**src/hw/rtl/i2p_pkg.sv**
```systemverilog
// shared constants, types and character tables of the infix to postfix converter
package i2p_pkg;

  localparam int STACK_DEPTH = 32;
  localparam int CNT_W       = $clog2(STACK_DEPTH + 1);
  localparam int ADDR_W      = $clog2(STACK_DEPTH);
  localparam int CODE_W      = 3;
  localparam int SYM_W       = 8;
  localparam int STAT_W      = 2;

  localparam logic [CNT_W-1:0] DEPTH_CNT = CNT_W'(STACK_DEPTH);

  localparam logic [CODE_W-1:0] OP_PAREN = 3'd0;
  localparam logic [CODE_W-1:0] OP_MUL   = 3'd1;
  localparam logic [CODE_W-1:0] OP_DIV   = 3'd2;
  localparam logic [CODE_W-1:0] OP_ADD   = 3'd3;
  localparam logic [CODE_W-1:0] OP_SUB   = 3'd4;

  localparam logic [STAT_W-1:0] ST_OK       = 2'd0;
  localparam logic [STAT_W-1:0] ST_BADCHAR  = 2'd1;
  localparam logic [STAT_W-1:0] ST_OVERFLOW = 2'd2;
  localparam logic [STAT_W-1:0] ST_UNBAL    = 2'd3;

  localparam logic [SYM_W-1:0] CH_LPAREN = 8'h28;
  localparam logic [SYM_W-1:0] CH_RPAREN = 8'h29;
  localparam logic [SYM_W-1:0] CH_MUL    = 8'h2a;
  localparam logic [SYM_W-1:0] CH_ADD    = 8'h2b;
  localparam logic [SYM_W-1:0] CH_SUB    = 8'h2d;
  localparam logic [SYM_W-1:0] CH_DIV    = 8'h2f;

  typedef struct packed {
    logic              valid;
    logic [SYM_W-1:0]  sym;
    logic              sym_valid;
    logic              done;
    logic [STAT_W-1:0] status;
  } result_t;

  function automatic logic [SYM_W-1:0] op_char(input logic [CODE_W-1:0] code);
    logic [SYM_W-1:0] c;
    unique case (code)
      OP_MUL:  c = CH_MUL;
      OP_DIV:  c = CH_DIV;
      OP_ADD:  c = CH_ADD;
      OP_SUB:  c = CH_SUB;
      default: c = CH_LPAREN;
    endcase
    return c;
  endfunction

  function automatic logic [1:0] op_level(input logic [CODE_W-1:0] code);
    logic [1:0] l;
    case (code) inside
      OP_MUL, OP_DIV: l = 2'd2;
      OP_ADD, OP_SUB: l = 2'd1;
      default:        l = 2'd0;
    endcase
    return l;
  endfunction

  function automatic logic [CODE_W-1:0] op_code(input logic [SYM_W-1:0] ch);
    logic [CODE_W-1:0] c;
    unique case (ch)
      CH_MUL:  c = OP_MUL;
      CH_DIV:  c = OP_DIV;
      CH_ADD:  c = OP_ADD;
      CH_SUB:  c = OP_SUB;
      default: c = OP_PAREN;
    endcase
    return c;
  endfunction

  function automatic logic is_alnum(input logic [SYM_W-1:0] ch);
    return (ch >= 8'h30 && ch <= 8'h39) || (ch >= 8'h41 && ch <= 8'h5a) ||
           (ch >= 8'h61 && ch <= 8'h7a);
  endfunction

endpackage

```
**src/hw/rtl/i2p_ram.sv**
```systemverilog
// generic single-port-write ram with registered read
module i2p_ram #(
  parameter int WIDTH = 8,
  parameter int DEPTH = 32
) (
  input  logic                     clk,
  input  logic                     we,
  input  logic [$clog2(DEPTH)-1:0] waddr,
  input  logic [WIDTH-1:0]         wdata,
  input  logic [$clog2(DEPTH)-1:0] raddr,
  output logic [WIDTH-1:0]         rdata
);

  logic [WIDTH-1:0] mem [DEPTH];

  always_ff @(posedge clk) begin
    if (we) begin
      mem[waddr] <= wdata;
    end
    rdata <= mem[raddr];
  end

endmodule

```
**src/hw/rtl/i2p_core.sv**
```systemverilog
// shunting-yard sequencer: operator stack in ram, cached top, one pending result
module i2p_core
  import i2p_pkg::*;
(
  input  logic             clk,
  input  logic             rst_n,
  input  logic             in_valid,
  output logic             in_stall,
  input  logic [SYM_W-1:0] in_symbol_in,
  input  logic             in_end_of_expr,
  input  logic             oready,
  output result_t          push
);

  typedef enum logic [2:0] {
    S_IDLE, S_EVAL, S_LOAD, S_END, S_FLUSH, S_DONE, S_ERR
  } state_t;

  state_t            state_r, state_nxt, ret_r, ret_nxt;
  logic [SYM_W-1:0]  ch_r, ch_nxt, pend_sym_r, pend_sym_nxt;
  logic              last_r, last_nxt, pend_v_r, pend_v_nxt;
  logic [CNT_W-1:0]  sc_r, sc_nxt;
  logic [CODE_W-1:0] top_r, top_nxt;
  logic [STAT_W-1:0] stat_r, stat_nxt;

  logic              we;
  logic [ADDR_W-1:0] waddr, raddr;
  logic [CODE_W-1:0] wdata, rdata;
  logic [CODE_W-1:0] code;
  logic              can_emit;
  logic [CNT_W-1:0]  below;
  result_t           pend_res;

  i2p_ram #(.WIDTH(CODE_W), .DEPTH(STACK_DEPTH)) u_stack (
    .clk   (clk),
    .we    (we),
    .waddr (waddr),
    .wdata (wdata),
    .raddr (raddr),
    .rdata (rdata)
  );

  // entry under the cached top, read ahead so it is restored in the cycle after a pop
  assign below    = sc_r - CNT_W'(2);
  assign raddr    = below[ADDR_W-1:0];
  assign code     = op_code(ch_r);
  assign can_emit = !pend_v_r || oready;
  assign in_stall = (state_r != S_IDLE);

  always_comb begin
    pend_res = '{valid: pend_v_r, sym: pend_sym_r, sym_valid: 1'b1, done: 1'b0,
                 status: ST_OK};
  end

  always_comb begin
    state_nxt    = state_r;
    ret_nxt      = ret_r;
    ch_nxt       = ch_r;
    last_nxt     = last_r;
    pend_v_nxt   = pend_v_r;
    pend_sym_nxt = pend_sym_r;
    sc_nxt       = sc_r;
    top_nxt      = top_r;
    stat_nxt     = stat_r;
    push         = '0;
    we           = 1'b0;
    waddr        = sc_r[ADDR_W-1:0];
    wdata        = code;

    unique case (state_r)
      S_IDLE: begin
        if (in_valid) begin
          ch_nxt    = in_symbol_in;
          last_nxt  = in_end_of_expr;
          state_nxt = S_EVAL;
        end
      end
      S_EVAL: begin
        if (is_alnum(ch_r)) begin
          if (can_emit) begin
            push         = pend_res;
            pend_v_nxt   = 1'b1;
            pend_sym_nxt = ch_r;
            state_nxt    = S_END;
          end
        end else if (ch_r == CH_LPAREN || code != OP_PAREN) begin
          if (code != OP_PAREN && top_r != OP_PAREN &&
              op_level(top_r) >= op_level(code)) begin
            if (can_emit) begin
              push         = pend_res;
              pend_v_nxt   = 1'b1;
              pend_sym_nxt = op_char(top_r);
              sc_nxt       = sc_r - CNT_W'(1);
              ret_nxt      = S_EVAL;
              state_nxt    = S_LOAD;
            end
          end else if (sc_r == DEPTH_CNT) begin
            stat_nxt  = ST_OVERFLOW;
            state_nxt = S_ERR;
          end else begin
            we        = 1'b1;
            top_nxt   = code;
            sc_nxt    = sc_r + CNT_W'(1);
            state_nxt = S_END;
          end
        end else if (ch_r == CH_RPAREN) begin
          if (top_r != OP_PAREN) begin
            if (can_emit) begin
              push         = pend_res;
              pend_v_nxt   = 1'b1;
              pend_sym_nxt = op_char(top_r);
              sc_nxt       = sc_r - CNT_W'(1);
              ret_nxt      = S_EVAL;
              state_nxt    = S_LOAD;
            end
          end else if (sc_r > CNT_W'(1)) begin
            sc_nxt    = sc_r - CNT_W'(1);
            ret_nxt   = S_END;
            state_nxt = S_LOAD;
          end else begin
            stat_nxt  = ST_UNBAL;
            state_nxt = S_ERR;
          end
        end else begin
          stat_nxt  = ST_BADCHAR;
          state_nxt = S_ERR;
        end
      end
      S_LOAD: begin
        top_nxt   = (sc_r == CNT_W'(1)) ? OP_PAREN : rdata;
        state_nxt = ret_r;
      end
      S_END: begin
        if (last_r) begin
          state_nxt = S_FLUSH;
        end else if (can_emit) begin
          push       = pend_res;
          pend_v_nxt = 1'b0;
          state_nxt  = S_IDLE;
        end
      end
      S_FLUSH: begin
        if (top_r != OP_PAREN) begin
          if (can_emit) begin
            push         = pend_res;
            pend_v_nxt   = 1'b1;
            pend_sym_nxt = op_char(top_r);
            sc_nxt       = sc_r - CNT_W'(1);
            ret_nxt      = S_FLUSH;
            state_nxt    = S_LOAD;
          end
        end else if (sc_r > CNT_W'(1)) begin
          stat_nxt  = ST_UNBAL;
          state_nxt = S_ERR;
        end else begin
          state_nxt = S_DONE;
        end
      end
      S_DONE: begin
        if (oready) begin
          push = '{valid: 1'b1, sym: pend_v_r ? pend_sym_r : '0, sym_valid: pend_v_r,
                   done: 1'b1, status: ST_OK};
          pend_v_nxt = 1'b0;
          sc_nxt     = CNT_W'(1);
          top_nxt    = OP_PAREN;
          state_nxt  = S_IDLE;
        end
      end
      S_ERR: begin
        if (oready) begin
          if (pend_v_r) begin
            push       = pend_res;
            pend_v_nxt = 1'b0;
          end else begin
            push = '{valid: 1'b1, sym: '0, sym_valid: 1'b0, done: 1'b1,
                     status: stat_r};
            sc_nxt    = CNT_W'(1);
            top_nxt   = OP_PAREN;
            state_nxt = S_IDLE;
          end
        end
      end
      default: state_nxt = S_IDLE;
    endcase
  end

  always_ff @(posedge clk) begin
    ch_r       <= ch_nxt;
    last_r     <= last_nxt;
    pend_sym_r <= pend_sym_nxt;
    stat_r     <= stat_nxt;
    ret_r      <= ret_nxt;
    if (!rst_n) begin
      state_r  <= S_IDLE;
      sc_r     <= CNT_W'(1);
      top_r    <= OP_PAREN;
      pend_v_r <= 1'b0;
    end else begin
      state_r  <= state_nxt;
      sc_r     <= sc_nxt;
      top_r    <= top_nxt;
      pend_v_r <= pend_v_nxt;
    end
  end

  a_count_range: assert property (@(posedge clk) disable iff (!rst_n)
    sc_r >= CNT_W'(1) && sc_r <= DEPTH_CNT)
    else $error("stack count out of range");

  a_empty_top: assert property (@(posedge clk) disable iff (!rst_n)
    (state_r != S_LOAD && sc_r == CNT_W'(1)) |-> top_r == OP_PAREN)
    else $error("empty stack with operator on top");

  a_err_result: assert property (@(posedge clk) disable iff (!rst_n)
    (push.valid && push.status != ST_OK) |-> (push.done && !push.sym_valid))
    else $error("error result not marked done");

  a_push_ready: assert property (@(posedge clk) disable iff (!rst_n)
    push.valid |-> oready)
    else $error("result pushed into a full output register");

endmodule

```
**src/hw/rtl/infix_to_postfix_converter.sv**
```systemverilog
// infix to postfix converter top level: sequencer plus output register
// Usage: one ASCII character of an infix expression enters per item on the
// in_ channel (in_valid/in_stall), with in_end_of_expr on the final one.
// Letters and digits pass straight to the output; + - * / and parentheses
// are reordered through an operator stack held in a synchronous ram, so the
// out_ channel (out_valid/out_stall) carries the postfix form one character
// per item. The last item of an expression has out_expr_done set; a bad
// character, a stack overflow or unbalanced parentheses ends the expression
// with an item that carries the error in out_status and no character.
// A character goes through S_EVAL and then S_END; each operator it pops
// costs a pop and the ram read that restores the stack top, as does the
// open parenthesis a closing one removes; the final flush pops the rest,
// and an error item follows any pending result. An operand passes through
// the pending result register and the output register before it shows.
// Items are taken one at a time; in_stall is high while one is worked on.
// The output register parts the two channels: while the receiver stalls,
// the held item stays put and the sequencer waits when it has another
// result to hand over. Reset empties the stack to its sentinel and drops
// any output item; the ram itself needs no clearing.
module infix_to_postfix_converter
  import i2p_pkg::*;
(
  input  logic              clk,
  input  logic              rst_n,
  input  logic              in_valid,
  output logic              in_stall,
  input  logic [SYM_W-1:0]  in_symbol_in,
  input  logic              in_end_of_expr,
  output logic              out_valid,
  input  logic              out_stall,
  output logic [SYM_W-1:0]  out_symbol_out,
  output logic              out_symbol_valid,
  output logic              out_expr_done,
  output logic [STAT_W-1:0] out_status
);

  result_t push;
  logic    oready;
  logic    out_valid_r, out_valid_nxt;
  result_t out_r;

  assign oready = !out_valid_r || !out_stall;

  i2p_core u_core (
    .clk            (clk),
    .rst_n          (rst_n),
    .in_valid       (in_valid),
    .in_stall       (in_stall),
    .in_symbol_in   (in_symbol_in),
    .in_end_of_expr (in_end_of_expr),
    .oready         (oready),
    .push           (push)
  );

  always_comb begin
    out_valid_nxt = out_valid_r;
    if (push.valid) begin
      out_valid_nxt = 1'b1;
    end else if (!out_stall) begin
      out_valid_nxt = 1'b0;
    end
  end

  always_ff @(posedge clk) begin
    if (push.valid) begin
      out_r <= push;
    end
    if (!rst_n) begin
      out_valid_r <= 1'b0;
    end else begin
      out_valid_r <= out_valid_nxt;
    end
  end

  assign out_valid        = out_valid_r;
  assign out_symbol_out   = out_r.sym;
  assign out_symbol_valid = out_r.sym_valid;
  assign out_expr_done    = out_r.done;
  assign out_status       = out_r.status;

endmodule
```
**config.mk**
```make
export PLATFORM = sky130hd
export DESIGN_NAME = infix_to_postfix_converter
export DESIGN_NICKNAME = d
export VERILOG_FILES = /design/src/hw/rtl/i2p_pkg.sv /design/src/hw/rtl/i2p_ram.sv /design/src/hw/rtl/i2p_core.sv /design/src/hw/rtl/infix_to_postfix_converter.sv
export SDC_FILE = /design/constraint.sdc
export NUM_CORES = 1
export LEC_CHECK = 0
export BUFFER_PORTS_ARGS = -buffer_cell sky130_fd_sc_hd__clkbuf_2
export CORE_ASPECT_RATIO = 1.5
export CORE_MARGIN = 4
export CORE_UTILIZATION = 35
export CTS_BUF_LIST = sky130_fd_sc_hd__clkbuf_8 sky130_fd_sc_hd__clkbuf_16
export DETAILED_ROUTE_END_ITERATION = 12
export SLEW_MARGIN = 5
export SYNTH_ARGS = -nofsm -noshare
export SYNTH_HDL_FRONTEND = slang
export SYNTH_SLANG_ARGS = --single-unit
```
**constraint.sdc**
```tcl
create_clock -name clk -period 3.9 [get_ports clk]
set_input_delay 0.78 -clock clk [delete_from_list [all_inputs] [get_ports clk]]
set_output_delay 0.78 -clock clk [all_outputs]
set_load 0.005 [all_outputs]
```
==> flow_summary.ini <==
[logic_synthesis]
ys_seq_area_frac = 0.5938
synthDistinctLibCells = 69
synth-edff-count = 130
syn_nets = 589
synth_area_mm2 = 0.007147
synth_warnings = 0
ys_ff_latch = 147
avgSynthCellArea_um2 = 12.72
synthArstFlopShare = 0
syn_inst = 562
yosys_most_used_dff = edfxtp_1

[clock_network]
htree_num_levels = 4
cts.sinks = 147
cts_resized = 0
clockRootBuffer = clkbuf_16
clkLatencyLatePin_ps = 420
cts_tree = done
numCtsBuffers = 17
cts.path.max_buffers = 2
path_clk_slew_ps = 70
cts_hold_buffers = 0

[global_route]
grt_pass1_wl_mm = 27.37
global_route.usage.met3 = 0.02564
grt_use_met2 = 0.2903
grt_pass1_vias = 4933
grt.total_usage = 0.1525
overflow = 0
top_usage_layer = met2
antenna_found_initial = 0
grt_max_degree = 34
grt_use_met1 = 0.1596

[timing]
fmax_mhz = 266.4
rsz0062_at_grt = yes
hold_viol = 0
setup_viol = 0
post-route-min-period_ps = 3754
skew_ps = 8.719
layout_setup_ws_ps = 146.0
tightest_slew_ps = 1145
finalMaxSlewViolations = 0
fin_crit_sh = 0.9626
max_slew_margin = 0.2288

[power]
vdd_drop_max_mv = 0.3221
p_leak_nw = 2.604
combPwrFrac = 0.320
sw_frac_of_total = 0.3518
power.density_mw_per_mm2 = 667.0
total_power_mw = 5.461
clock_power_share = 0.301
p_sw_mw = 1.921
p_int_mw = 3.539
pwr-share-seq = 0.379

[job]
maxCapViolations = 0

[worst_hold_path]
holdPathStages = 1
hold_path.class = reg -> reg
hold_path_startpoint = u_core.stat_r[1]
min_to = out_status[1]

[worst_setup_path]
r2r-start = u_core.ch_r[4]
path_max_fanout = 8
start_kind = flip-flop
r2r-end = u_core.u_stack.mem[11][0]
crit_type = reg -> reg
cp.required_ps = 4000
cp-end-kind = flip-flop
arrival_ps = 3850
worst-r2r-setup-slack_ps = 150
rr_worst_depth = 12

[route]
vias = 4777
first_pass_iters = 8
ant_nets = 0
wl_per_cell_um = 19.98
drt-total-wl_mm = 17.23
drc = 0
via_per_inst = 5.542
drt_first_iter_violations = 477

[cells_and_area]
fillers = 1792
syn_to_final_growth_pct = 14.55
drive_gt1_frac = 0.2027
fin_area_mm2 = 0.008187
fin_nets = 617
antenna_cells = 0

[placement]
gp_congestion = 0.9034
pre_cts_ws_ps = 204.8
dp_hpwl_mm = 11.94
dpl_cell_area_mm2 = 0.007595
portBuffers = 26

[floorplanning]
die_h_um = 183.0
die_area_mm2 = 0.02282
io_pins = 27
dieWidth_um = 124.7
start_util = 0.3584
core_mm2 = 0.01994
rows = 63

[status]
status = finished clean
==> worst max-delay path by stage <==
| stage | start | endpoint | slack (ps) | depth (start not counted) |
|---|---|---|---|---|
| 6_report | u_core.ch_r[4] | u_core.u_stack.mem[11][0] | 150 | 12 |
| 4_1_cts | u_core.ch_r[4] | u_core.u_stack.mem[9][1] | 170 | 12 |
| 3_5_place_dp | u_core.ch_r[4] | u_core.u_stack.mem[24][2] | 200 | 12 |
| 2_1_floorplan | u_core.ch_r[4] | out_expr_done | 710 | 12 |
| 5_1_grt | u_core.ch_r[4] | u_core.u_stack.mem[3][1] | -100 | 12 |
| 3_3_place_gp | u_core.ch_r[4] | u_core.u_stack.mem[24][0] | 280 | 12 |
==> kinds of logic (layout without fill, tap and decap cells) <==
| kind of cell | count (synthesis) | count (layout) | share of synthesized area |
|---|---|---|---|
| and+or+nand+nor | 182 | 182 | 0.1217 |
| DFF | 147 | 147 | 0.5938 |
| AOI/OAI and AO/OA | 133 | 133 | 0.1257 |
| buffers and inverters | 45 | 85 | 0.02503 |
| muxes | 34 | 34 | 0.1007 |
| adders and majority gates | 14 | 14 | 0.02451 |
| xor gates and xnor gates | 7 | 7 | 0.008579 |
==> cells in the final DEF, fill, tap and decap left out, types with 4 or more instances in the layout <==
master	instances
a21o_1	4
inv_1	12
buf_4	16
and3_1	13
edfxtp_1	130
nor2b_1	7
nand2_1	32
mux4_2	30
dfxtp_1	16
nor2_1	74
ha_1	14
o21ai_0	23
a22oi_1	8
a211oi_1	5
o22ai_1	10
xnor2_1	6
nand2b_1	7
a31oi_1	7
clkbuf_16	17
a21oi_1	35
nand3_1	13
inv_6	5
nor3_1	11
and2_1	6
clkbuf_2	26
==> area by class of cell <==
type / instances / area (um^2) / area share
Tap cell: 260 / 325.3 / 0.03974
Clock inverter: 14 / 166.4 / 0.02033
Timing Repair Buffer: 42 / 250.2 / 0.03057
Multi-Input combinational cell: 370 / 2729 / 0.3333
Sequential cell: 147 / 4245 / 0.5186
Inverter: 12 / 45.04 / 0.005502
Clock buffer: 17 / 425.4 / 0.05196
==> routing by layer <==
layer  vias to the layer above  wire length [um]  share of wire
li1                       2231                 -              -
met1                      2350              6498           0.38
met2                       156              9393           0.55
met3                        40               587          0.034
met4                         0               745          0.043
met5                         -                 0              0
==> worst max-delay path: stages (launching register included) <==
cell,delay (ps)
edfxtp_1,480
or3_4,480
nor2_8,110
nand2_1,90
a21oi_1,170
ha_1,240
nand2b_1,190
a21o_1,220
a22oi_1,250
o21ai_1,170
nor3_2,270
nand2_1,420
nor2_1,360
==> synthesized netlist by cell type (all sizes together), types with 2 or more instances <==
library cell | count | share of area
a21oi | 36 | 0.026
nor3 | 12 | 0.0091
o21ai | 26 | 0.019
a31oi | 7 | 0.0061
o31a | 2 | 0.0025
nor2b | 7 | 0.0061
nand2b | 7 | 0.0061
o32ai | 2 | 0.0025
nand4 | 2 | 0.0018
mux4 | 30 | 0.095
a22oi | 8 | 0.0084
a211oi | 5 | 0.0053
a2111oi | 2 | 0.0051
o22a | 2 | 0.0025
edfxtp | 130 | 0.55
o211ai | 2 | 0.0021
clkbuf | 23 | 0.012
nand3 | 13 | 0.0091
nand2 | 34 | 0.019
and3 | 13 | 0.011
ha | 14 | 0.025
a221oi | 2 | 0.0025
xnor2 | 6 | 0.0074
dfxtp | 17 | 0.048
and2 | 6 | 0.0053
o221ai | 3 | 0.0037
inv | 12 | 0.0063
a21boi | 2 | 0.0021
o2111ai | 3 | 0.0037
mux2 | 3 | 0.0047
o21a | 2 | 0.0021
nor2 | 77 | 0.043
buf | 10 | 0.0067
or3 | 4 | 0.0042
o22ai | 10 | 0.0088
a21o | 4 | 0.0042
==> power groups by stage <==
stage | Clock, mW | Combinational [mW] | Sequential (mW)
3_5_place_dp | 0 | 1.72 | 2.10
2_1_floorplan | 0 | 1.35 | 1.98
4_1_cts | 1.67 | 1.73 | 2.07
5_1_grt | 1.75 | 1.90 | 2.09
3_3_place_gp | 0 | 1.70 | 2.10
6_report | 1.64 | 1.75 | 2.07
==> repair_timing <==
action / 4_1_cts / 5_1_grt
setup buffers: 0 / 0
endpoints found under the setup margin: 0 / 82
hold endpoints to repair: 0 / 0
==> registers in the layout (all words and copies together), names as in the netlist <==
register	count
out_valid	1
out_symbol_valid	1
u_core.pend_v_r	1
u_core.stat_r	2
out_status	2
u_core.pend_sym_r	8
u_core.state_r	3
u_core.ch_r	8
u_core.last_r	1
u_core.sc_r	6
u_core.ret_r	3
out_symbol_out	8
u_core.u_stack.rdata	3
out_expr_done	1
u_core.top_r	3
u_core.u_stack.mem	96
==> per-stage QoR <==
stage,util,TNS [ps],hold slack [ps],instances
floorplan,-,0,496.7,562
global placement,0.3808,0,507.3,831
detailed placement,0.3808,0,506.8,831
CTS,0.4105,0,522.1,862
global route,0.4105,-3101,520.6,862
finish,0.4105,0,517.8,862
No activity file was read; power rests on OpenSTA's default activity.
